<file path="src/sv/wildcard_glob_matcher_core_defines.svh">
// Assertion macros used by the back end of the wildcard glob matcher RTL.
`ifndef WILDCARD_GLOB_MATCHER_CORE_DEFINES_SVH
`define WILDCARD_GLOB_MATCHER_CORE_DEFINES_SVH

`ifndef NO_ASSERTIONS

// Same-cycle implication, sampled on clk, off while arst_n is low.
`define WGM_ASSERT_IMP(lbl, ante, cons) \
	lbl: assert property (@(posedge clk) disable iff (!arst_n) (ante) |-> (cons)) \
		else $error("wgm assertion failed");

// Next-cycle implication, sampled on clk, off while arst_n is low.
`define WGM_ASSERT_NXT(lbl, ante, cons) \
	lbl: assert property (@(posedge clk) disable iff (!arst_n) (ante) |=> (cons)) \
		else $error("wgm assertion failed");

`else

`define WGM_ASSERT_IMP(lbl, ante, cons)
`define WGM_ASSERT_NXT(lbl, ante, cons)

`endif

`endif

</file>
<file path="src/sv/wgm_pkg.sv">
// Shared constants, types and the star-closure function of the glob matcher.
package wgm_pkg;

	localparam int PATTERN_MAX = 32;
	localparam int POS_W       = PATTERN_MAX + 1;
	localparam int POS_IDX_W   = $clog2(POS_W);
	localparam int BYTE_W      = 8;
	localparam int LEN_W       = 6;
	localparam int WORD_W      = 64;
	localparam int CFG_IDX_W   = 3;

	localparam logic [BYTE_W-1:0] STAR_BYTE  = 8'h2A;
	localparam logic [BYTE_W-1:0] QUERY_BYTE = 8'h3F;

	// Register indexes
	localparam logic [CFG_IDX_W-1:0] REG_WORD0  = 3'd0;
	localparam logic [CFG_IDX_W-1:0] REG_WORD1  = 3'd1;
	localparam logic [CFG_IDX_W-1:0] REG_WORD2  = 3'd2;
	localparam logic [CFG_IDX_W-1:0] REG_WORD3  = 3'd3;
	localparam logic [CFG_IDX_W-1:0] REG_LENGTH = 3'd4;

	// Item kinds after classification
	localparam logic [1:0] KIND_CONT  = 2'd0;
	localparam logic [1:0] KIND_START = 2'd1;
	localparam logic [1:0] KIND_EMPTY = 2'd2;

	// Decoded pattern, all masks limited to the used length
	typedef struct packed {
		logic [PATTERN_MAX*BYTE_W-1:0] pat;
		logic [PATTERN_MAX-1:0]        star_mask;
		logic [PATTERN_MAX-1:0]        query_mask;
		logic [PATTERN_MAX-1:0]        live_mask;
		logic [POS_IDX_W-1:0]          len;
		logic [POS_W-1:0]              init_set;
	} cfg_t;

	// Classified item handed from front to back
	typedef struct packed {
		logic [1:0]             kind;
		logic [PATTERN_MAX-1:0] hit;
	} q_item_t;

	// Close a position set over runs of stars: a reachable star position
	// also reaches the next one. Parallel prefix, log2 levels.
	function automatic logic [POS_W-1:0] star_closure(
		input logic [POS_W-1:0]       set,
		input logic [PATTERN_MAX-1:0] star
	);
		logic [POS_W-1:0] g;
		logic [POS_W-1:0] p;
		logic [POS_W-1:0] gn;
		logic [POS_W-1:0] pn;
		g = set;
		p = {star, 1'b0};
		for (int d = 1; d < POS_W; d = d * 2) begin
			gn = g;
			pn = p;
			for (int j = d; j < POS_W; j++) begin
				gn[j] = g[j] | (p[j] & g[j-d]);
				pn[j] = p[j] & p[j-d];
			end
			g = gn;
			p = pn;
		end
		return g;
	endfunction

endpackage

</file>
<file path="src/sv/wgm_cfg.sv">
// Pattern registers and decode of the pattern into position masks.
module wgm_cfg (
	input  logic                             clk,
	input  logic                             arst_n,
	input  logic                             cfg_we,
	input  logic [wgm_pkg::CFG_IDX_W-1:0]    cfg_index,
	input  logic [wgm_pkg::WORD_W-1:0]       cfg_data,
	output wgm_pkg::cfg_t                    cfg
);

	logic [wgm_pkg::WORD_W-1:0] word0_q;
	logic [wgm_pkg::WORD_W-1:0] word1_q;
	logic [wgm_pkg::WORD_W-1:0] word2_q;
	logic [wgm_pkg::WORD_W-1:0] word3_q;
	logic [wgm_pkg::LEN_W-1:0]  length_q;

	logic [4*wgm_pkg::WORD_W-1:0]                         all_words;
	logic [wgm_pkg::PATTERN_MAX*wgm_pkg::BYTE_W-1:0]      pat;
	logic [wgm_pkg::POS_IDX_W-1:0]                        len;
	logic [wgm_pkg::PATTERN_MAX-1:0]                      star_mask;
	logic [wgm_pkg::PATTERN_MAX-1:0]                      query_mask;
	logic [wgm_pkg::PATTERN_MAX-1:0]                      live_mask;

	// Register writes; indexes past the list are dropped
	always_ff @(posedge clk or negedge arst_n) begin
		if (!arst_n) begin
			word0_q  <= '0;
			word1_q  <= '0;
			word2_q  <= '0;
			word3_q  <= '0;
			length_q <= '0;
		end else if (cfg_we) begin
			case (cfg_index)
				wgm_pkg::REG_WORD0:  word0_q  <= cfg_data;
				wgm_pkg::REG_WORD1:  word1_q  <= cfg_data;
				wgm_pkg::REG_WORD2:  word2_q  <= cfg_data;
				wgm_pkg::REG_WORD3:  word3_q  <= cfg_data;
				wgm_pkg::REG_LENGTH: length_q <= cfg_data[wgm_pkg::LEN_W-1:0];
				default: ;
			endcase
		end
	end

	assign all_words = {word3_q, word2_q, word1_q, word0_q};
	assign pat       = all_words[wgm_pkg::PATTERN_MAX*wgm_pkg::BYTE_W-1:0];

	// Clamp length to the pattern capacity
	always_comb begin
		if (length_q > wgm_pkg::LEN_W'(wgm_pkg::PATTERN_MAX))
			len = wgm_pkg::POS_IDX_W'(wgm_pkg::PATTERN_MAX);
		else
			len = length_q[wgm_pkg::POS_IDX_W-1:0];
	end

	// Per-position class of the pattern byte, only inside the used length
	always_comb begin
		for (int i = 0; i < wgm_pkg::PATTERN_MAX; i++) begin
			logic in_len;
			logic is_star;
			in_len        = wgm_pkg::POS_IDX_W'(i) < len;
			is_star       = pat[i*wgm_pkg::BYTE_W +: wgm_pkg::BYTE_W] == wgm_pkg::STAR_BYTE;
			star_mask[i]  = in_len & is_star;
			live_mask[i]  = in_len & ~is_star;
			query_mask[i] = in_len &
				(pat[i*wgm_pkg::BYTE_W +: wgm_pkg::BYTE_W] == wgm_pkg::QUERY_BYTE);
		end
	end

	assign cfg.pat        = pat;
	assign cfg.star_mask  = star_mask;
	assign cfg.query_mask = query_mask;
	assign cfg.live_mask  = live_mask;
	assign cfg.len        = len;
	assign cfg.init_set   = wgm_pkg::star_closure(wgm_pkg::POS_W'(1), star_mask);

endmodule

</file>
<file path="src/sv/wgm_front.sv">
// Front end: accepts text bytes and classifies them against the pattern.
module wgm_front (
	input  logic                          clk,
	input  logic                          arst_n,
	input  wgm_pkg::cfg_t                 cfg,
	input  logic                          push,
	input  logic [wgm_pkg::BYTE_W-1:0]    text_byte,
	input  logic                          starts_text,
	input  logic                          empty_text,
	output logic                          full,
	output logic                          q_push,
	output wgm_pkg::q_item_t              q_item,
	input  logic                          q_full
);

	logic              valid_s1;
	wgm_pkg::q_item_t  item_s1;
	wgm_pkg::q_item_t  item_c;
	logic              take;
	logic              drain;

	// Positions that advance on this byte: a '?' or an equal literal
	always_comb begin
		for (int i = 0; i < wgm_pkg::PATTERN_MAX; i++) begin
			item_c.hit[i] = cfg.live_mask[i] & (cfg.query_mask[i] |
				(cfg.pat[i*wgm_pkg::BYTE_W +: wgm_pkg::BYTE_W] == text_byte));
		end
		if (empty_text)
			item_c.kind = wgm_pkg::KIND_EMPTY;
		else if (starts_text)
			item_c.kind = wgm_pkg::KIND_START;
		else
			item_c.kind = wgm_pkg::KIND_CONT;
	end

	assign drain  = valid_s1 & ~q_full;
	assign full   = valid_s1 & q_full;
	assign take   = push & ~full;
	assign q_push = drain;
	assign q_item = item_s1;

	// Stage 1 holding register
	always_ff @(posedge clk or negedge arst_n) begin
		if (!arst_n)
			valid_s1 <= 1'b0;
		else if (take)
			valid_s1 <= 1'b1;
		else if (drain)
			valid_s1 <= 1'b0;
	end

	always_ff @(posedge clk) begin
		if (take)
			item_s1 <= item_c;
	end

endmodule

</file>
<file path="src/sv/wgm_queue.sv">
// Four-entry queue of classified items between front and back.
module wgm_queue (
	input  logic              clk,
	input  logic              arst_n,
	input  logic              push,
	input  wgm_pkg::q_item_t  din,
	output logic              full,
	input  logic              pop,
	output wgm_pkg::q_item_t  dout,
	output logic              empty
);

	localparam int DEPTH = 4;
	localparam int PTR_W = $clog2(DEPTH);

	wgm_pkg::q_item_t mem_q [DEPTH];
	logic [PTR_W-1:0] wr_ptr_q;
	logic [PTR_W-1:0] rd_ptr_q;
	logic [PTR_W:0]   count_q;
	logic             do_push;
	logic             do_pop;

	assign full    = count_q == (PTR_W+1)'(DEPTH);
	assign empty   = count_q == '0;
	assign do_push = push & ~full;
	assign do_pop  = pop & ~empty;
	assign dout    = mem_q[rd_ptr_q];

	// Pointers and fill count
	always_ff @(posedge clk or negedge arst_n) begin
		if (!arst_n) begin
			wr_ptr_q <= '0;
			rd_ptr_q <= '0;
			count_q  <= '0;
		end else begin
			if (do_push)
				wr_ptr_q <= wr_ptr_q + 1'b1;
			if (do_pop)
				rd_ptr_q <= rd_ptr_q + 1'b1;
			if (do_push & ~do_pop)
				count_q <= count_q + 1'b1;
			else if (do_pop & ~do_push)
				count_q <= count_q - 1'b1;
		end
	end

	// Storage
	always_ff @(posedge clk) begin
		if (do_push)
			mem_q[wr_ptr_q] <= din;
	end

endmodule

</file>
<file path="src/sv/wgm_back.sv">
// Back end: advances the reachable position set and queues the results.
`include "wildcard_glob_matcher_core_defines.svh"

module wgm_back (
	input  logic              clk,
	input  logic              arst_n,
	input  wgm_pkg::cfg_t     cfg,
	input  logic              q_empty,
	input  wgm_pkg::q_item_t  q_item,
	output logic              q_pop,
	output logic              matched,
	output logic              empty,
	input  logic              pop
);

	logic [wgm_pkg::POS_W-1:0]       state_q;
	logic [wgm_pkg::POS_W-1:0]       base;
	logic [wgm_pkg::POS_W-1:0]       adv;
	logic [wgm_pkg::POS_W-1:0]       set_c;
	logic [wgm_pkg::PATTERN_MAX-1:0] live;
	logic                            take;

	logic       out_mem_q [2];
	logic       out_wr_q;
	logic       out_rd_q;
	logic [1:0] out_cnt_q;
	logic       out_pop;

	assign take  = ~q_empty & (out_cnt_q != 2'd2);
	assign q_pop = take;

	// One step of the position set: stars hold, hits move one forward
	always_comb begin
		base = (q_item.kind == wgm_pkg::KIND_CONT) ? state_q : cfg.init_set;
		live = base[wgm_pkg::PATTERN_MAX-1:0];
		adv  = {1'b0, cfg.star_mask & live} | {q_item.hit & live, 1'b0};
		if (q_item.kind == wgm_pkg::KIND_EMPTY)
			set_c = cfg.init_set;
		else
			set_c = wgm_pkg::star_closure(adv, cfg.star_mask);
	end

	always_ff @(posedge clk or negedge arst_n) begin
		if (!arst_n)
			state_q <= '0;
		else if (take)
			state_q <= set_c;
	end

	// Two-entry result buffer
	assign empty   = out_cnt_q == 2'd0;
	assign out_pop = pop & ~empty;
	assign matched = out_mem_q[out_rd_q];

	always_ff @(posedge clk or negedge arst_n) begin
		if (!arst_n) begin
			out_wr_q  <= 1'b0;
			out_rd_q  <= 1'b0;
			out_cnt_q <= 2'd0;
		end else begin
			if (take)
				out_wr_q <= ~out_wr_q;
			if (out_pop)
				out_rd_q <= ~out_rd_q;
			if (take & ~out_pop)
				out_cnt_q <= out_cnt_q + 2'd1;
			else if (out_pop & ~take)
				out_cnt_q <= out_cnt_q - 2'd1;
		end
	end

	always_ff @(posedge clk) begin
		if (take)
			out_mem_q[out_wr_q] <= set_c[cfg.len];
	end

	// Checks
	`WGM_ASSERT_NXT(a_take_gives_result, take, out_cnt_q != 2'd0)
	`WGM_ASSERT_NXT(a_empty_text_start, take && q_item.kind == wgm_pkg::KIND_EMPTY, state_q[0])
	`WGM_ASSERT_NXT(a_state_holds, !take, $stable(state_q))

endmodule

</file>
<file path="src/sv/wildcard_glob_matcher_core.sv">
// Top level of the streaming wildcard glob matcher.
//
// Matches a byte stream against a pattern of up to 32 bytes, where '?' takes
// any one byte and '*' any run of bytes. One result (matched) per text byte.
// Configuration: cfg_we/cfg_index/cfg_data write pattern words 0..3 and the
// pattern length (index 4); write only while no item is in flight.
// Input: push/full queue interface carrying text_byte, starts_text and
// empty_text; a transfer happens when push is high and full is low.
// Output: empty/pop queue interface; matched is valid while empty is low and
// a transfer happens when pop is high and empty is low.
// Throughput: one byte per cycle while the receiver keeps the result buffer
// drained; the back end updates the 33-bit reachable position set per item.
// Path: an input is held in the front register, then in the item queue, then
// in the result buffer, from which it is popped.
// Reset clears the pattern, the length and the position set; no clearing
// pass. When the receiver stalls, the result buffer, the four-entry item
// queue and the front register fill, and then full rises.
module wildcard_glob_matcher_core (
	input  logic                           clk,
	input  logic                           arst_n,
	input  logic                           cfg_we,
	input  logic [wgm_pkg::CFG_IDX_W-1:0]  cfg_index,
	input  logic [wgm_pkg::WORD_W-1:0]     cfg_data,
	input  logic                           push,
	output logic                           full,
	input  logic [wgm_pkg::BYTE_W-1:0]     text_byte,
	input  logic                           starts_text,
	input  logic                           empty_text,
	output logic                           empty,
	input  logic                           pop,
	output logic                           matched
);

	wgm_pkg::cfg_t    cfg;
	wgm_pkg::q_item_t f_item;
	wgm_pkg::q_item_t b_item;
	logic             f_push;
	logic             q_full;
	logic             q_empty;
	logic             q_pop;

	wgm_cfg u_cfg (
		.clk       (clk),
		.arst_n    (arst_n),
		.cfg_we    (cfg_we),
		.cfg_index (cfg_index),
		.cfg_data  (cfg_data),
		.cfg       (cfg)
	);

	wgm_front u_front (
		.clk         (clk),
		.arst_n      (arst_n),
		.cfg         (cfg),
		.push        (push),
		.text_byte   (text_byte),
		.starts_text (starts_text),
		.empty_text  (empty_text),
		.full        (full),
		.q_push      (f_push),
		.q_item      (f_item),
		.q_full      (q_full)
	);

	wgm_queue u_queue (
		.clk    (clk),
		.arst_n (arst_n),
		.push   (f_push),
		.din    (f_item),
		.full   (q_full),
		.pop    (q_pop),
		.dout   (b_item),
		.empty  (q_empty)
	);

	wgm_back u_back (
		.clk     (clk),
		.arst_n  (arst_n),
		.cfg     (cfg),
		.q_empty (q_empty),
		.q_item  (b_item),
		.q_pop   (q_pop),
		.matched (matched),
		.empty   (empty),
		.pop     (pop)
	);

endmodule

</file>
<file path="config.mk">
export PLATFORM = sky130hd
export DESIGN_NAME = wildcard_glob_matcher_core
export DESIGN_NICKNAME = d
export VERILOG_FILES = /design/src/sv/wgm_pkg.sv /design/src/sv/wgm_cfg.sv /design/src/sv/wgm_front.sv /design/src/sv/wgm_queue.sv /design/src/sv/wgm_back.sv /design/src/sv/wildcard_glob_matcher_core.sv
export VERILOG_INCLUDE_DIRS = /design/src /design/src/sv
export SDC_FILE = /design/constraint.sdc
export NUM_CORES = 1
export LEC_CHECK = 0
export BUFFER_PORTS_ARGS = -buffer_cell sky130_fd_sc_hd__buf_2
export CORE_ASPECT_RATIO = 1.25
export CORE_UTILIZATION = 30
export CTS_BUF_LIST = sky130_fd_sc_hd__clkbuf_2
export CTS_CLUSTER_SIZE = 24
export DETAILED_ROUTE_END_ITERATION = 8
export PLACE_DENSITY_LB_ADDON = 0.08
export SLEW_MARGIN = 25
export SYNTH_ARGS = -nofsm -noshare
export SYNTH_HDL_FRONTEND = slang
export SYNTH_SLANG_ARGS = --single-unit
</file>
<file path="constraint.sdc">
create_clock -name clk -period 4.5 [get_ports clk]
set_input_delay 0.45 -clock clk [delete_from_list [all_inputs] [get_ports clk]]
set_output_delay 0.45 -clock clk [all_outputs]
set_load 0.02 [all_outputs]
</file>
==> out/metrics.cfg <==
[final_layout]
instances_no_fill = 4598
synthToLayoutAreaGrowth_pct = 39.7
fin_util = 0.424
fin_area_um2 = 37000
drive_above_1_share = 0.420
final_nets = 3413

[setup_path]
critPathKind = register to register
worstPathMaxFanout = 15
worstPathCellList = buf_8, a211oi_4, buf_4, and4b_2, buf_4, and3_1, nand3_1, buf_4, nor4_1, or3_4, a21oi_4, o21ai_2, buf_4, a31oi_4, a21oi_2, o311a_1, or4_1, and4bb_1, o211ai_1, buf_4
r2r_setup_slack_ps = -170
path_delay_family = simple AND/OR/NAND/NOR gates
worstPathArrival_ps = 5710
worst_setup_path_start_kind = register
cp_slowest_cell = dfrtp_2
critPathRequiredTime_ps = 5540
cpPeakStageDelay_ps = 490
cp_common_cell = buf_4
path_buf_inv = 6
setup.worst_path.end_class = register

[synth]
syn_nets = 2488
synth_ff_type = dfrtp_1
synthArstFlopShare = 0.640
yosys.area.top_type = dfrtp_1
synth.distinct_cells = 99
yosys.area.top_type_share = 0.289
synth_most_common_cell = dfrtp_1
synth_area_leaders = dfrtp_1 29%, edfxtp_1 20%, mux2_2 11%
ys_warn_count = 0
synth_edf_count = 172
ys_top_cells_by_count = 306 x dfrtp_1, 269 x mux2_2, 264 x xnor2_1
synth_seq_area_share = 0.484
ys_ff_latch = 478
syn_area_per_cell_um2 = 11.0
syn-instance-count = 2399
syn-cell-area_um2 = 26500

[timing]
finalClockSkew_ps = 83.9
holdWs_ps = 287
relSlewSlack = 0.325
setup_violations = 2
fmax_mhz = 214
final_hold_viol_count = 0
tightest_slew_ps = 1010
min_period_over_period = 1.04
setup_slack_ps = -166
rsz0062_at_grt = true
finalCriticalPeriod_ps = 4670
tns_ps = -331
final-max-slew-violation-count = 0

[global_route]
antenna_found_initial = 6
met2_usage = 0.459
grtUsageTotal = 0.266
globalRouteOverflowTotal = 0
grt_max_degree = 87
use_met3 = 0.0403
grt_use_met1 = 0.333
grt_pass1_wl_um = 170000
grt_pass1_vias = 24400
top_usage_layer = met2

[detailed_routing]
wl_per_cell_um = 25.5
vias = 23700
drtPass1Iterations = 6
drtAntennaViolNets = 0
vias_per_cell = 5.16
drc = 0
drtIter0Drc = 1306
wl_um = 117000

[floorplan]
initial_core_util = 0.304
ioPinCount = 85
core-area_um2 = 87200
num_rows = 121
die-area_um2 = 89500
die_h_um = 334
die_w_um = 268

[pwr]
vdd_drop_max_mv = 0.452
p_per_area_nw_per_um2 = 455
finalPower_mw = 16.8
leakagePower_nw = 14.7

[placed_design]
pre_cts_ws_ps = -867
place.port_buffers = 84
hpwl_um = 89100
dpl_cell_area_um2 = 32800
gp_congestion = 0.975
place_inst = 4155

[hold_path]
hold_path.class = input pin to register

[status]
outcome = complete, but fails checks
violations = setup timing

[clock_tree]
clk_pin_slew_ps = 90
htreeDepth = 4
clockBufferDepth = 3
clock-root-buffer = clkbuf_2
cts_made_buffers = 133
clock_sinks = 478
cts_tree = done
insertion_delay_ps = 1310

[job]
cap_viol_max_count = 0

[registers in the layout, indices dropped and copies added (netlist names), 3 cells and up]
register and count:
u_back.state_q 32, u_cfg.length_q 6, u_cfg.word0_q 64, u_cfg.word1_q 64
u_cfg.word2_q 64, u_cfg.word3_q 64, u_front.q_item 34, u_queue.count_q 3
u_queue.mem_q 136
[path summary, 6_finish.rpt]
| check | endpoint | cells after the start | from |
|---|---|---|---|
| hold reg to reg | u_back.out_rd_q | 1 | u_back.out_rd_q |
| max in group asynchronous | u_cfg.word0_q[12] | 4 | arst_n |
| min in group asynchronous | u_queue.rd_ptr_q[1] | 4 | arst_n |
| setup reg to reg | u_back.out_mem_q[1] | 20 | u_cfg.length_q[3] |
| hold / removal | u_cfg.length_q[5] | 4 | cfg_index[1] |
| setup / recovery | u_back.out_mem_q[1] | 20 | u_cfg.length_q[3] |
[layout make-up]
cell class,instances,area (um^2)
fill,8688,50200
multi-input combinational,1789,14100
sequential,478,12800
timing repair buffer,905,7300
tap,1168,1460
clock buffer,199,996
clock inverter,37,274
inverter,17,63.8
antenna,5,12.5
[report_power, final]
part           total [mW]  internal, mW  switching [mW]
clock network        3.37          1.41            1.96
logic                7.18          3.32            3.87
registers            6.27          5.58           0.683
[cell usage in the layout, fill, tap and decap left out, drive strengths merged, types with 7 or more instances in the layout]
master,instances
buf,746
dfrtp,306
mux2,270
xnor2,264
clkbuf,200
nand2,188
nor2,173
edfxtp,172
dlygate4sd3,158
o21ai,106
nand4,94
a21oi,83
nand3,68
nor3,49
nor4,44
o31ai,32
mux4,31
and3,30
clkinv,29
a31oi,25
and2,24
or4,23
or2,20
inv,19
or3,18
o211ai,13
nor2b,13
a211oi,13
o21a,12
a22oi,12
nor4b,11
nor4bb,9
o211a,9
nand2b,9
a21o,8
or4b,7
[logic make-up (layout without fill, tap and decap cells)]
kind of cell / after synthesis / in the layout / synth area share
flops: 478 / 478 / 0.484
other cells: 0 / 5 / 0
simple gates: 806 / 806 / 0.159
mux: 305 / 305 / 0.143
fa+ha+maj: 7 / 7 / 0.00359
xor+xnor: 267 / 267 / 0.0883
compound gates: 404 / 404 / 0.102
buf+inv: 132 / 1158 / 0.0199
[routing by layer]
layer	up-vias	routed length, um
li1	10900	-
met1	11900	49500
met2	628	59100
met3	209	4700
met4	2	4200
met5	-	13
[worst register-to-register path: stages, from the launching register on]
cell	delay [ps]
dfrtp_2	490
buf_8	190
a211oi_4	220
buf_4	170
and4b_2	280
buf_4	180
and3_1	150
nand3_1	160
buf_4	140
nor4_1	40
or3_4	360
a21oi_4	180
o21ai_2	80
buf_4	160
a31oi_4	170
a21oi_2	90
o311a_1	370
or4_1	490
and4bb_1	280
o211ai_1	90
buf_4	170
[timing repair]
| item | CTS | global route |
|---|---|---|
| setup endpoints to repair | 13 | 10 |
| cloned | 0 | 1 |
| gates resized for setup | 82 | 108 |
| endpoints found under the hold margin | 618 | 0 |
| pin swaps | 26 | 47 |
| hold buffers | 160 | 0 |
| buffers inserted | 9 | 34 |
Power figures use the tool's default switching activity.
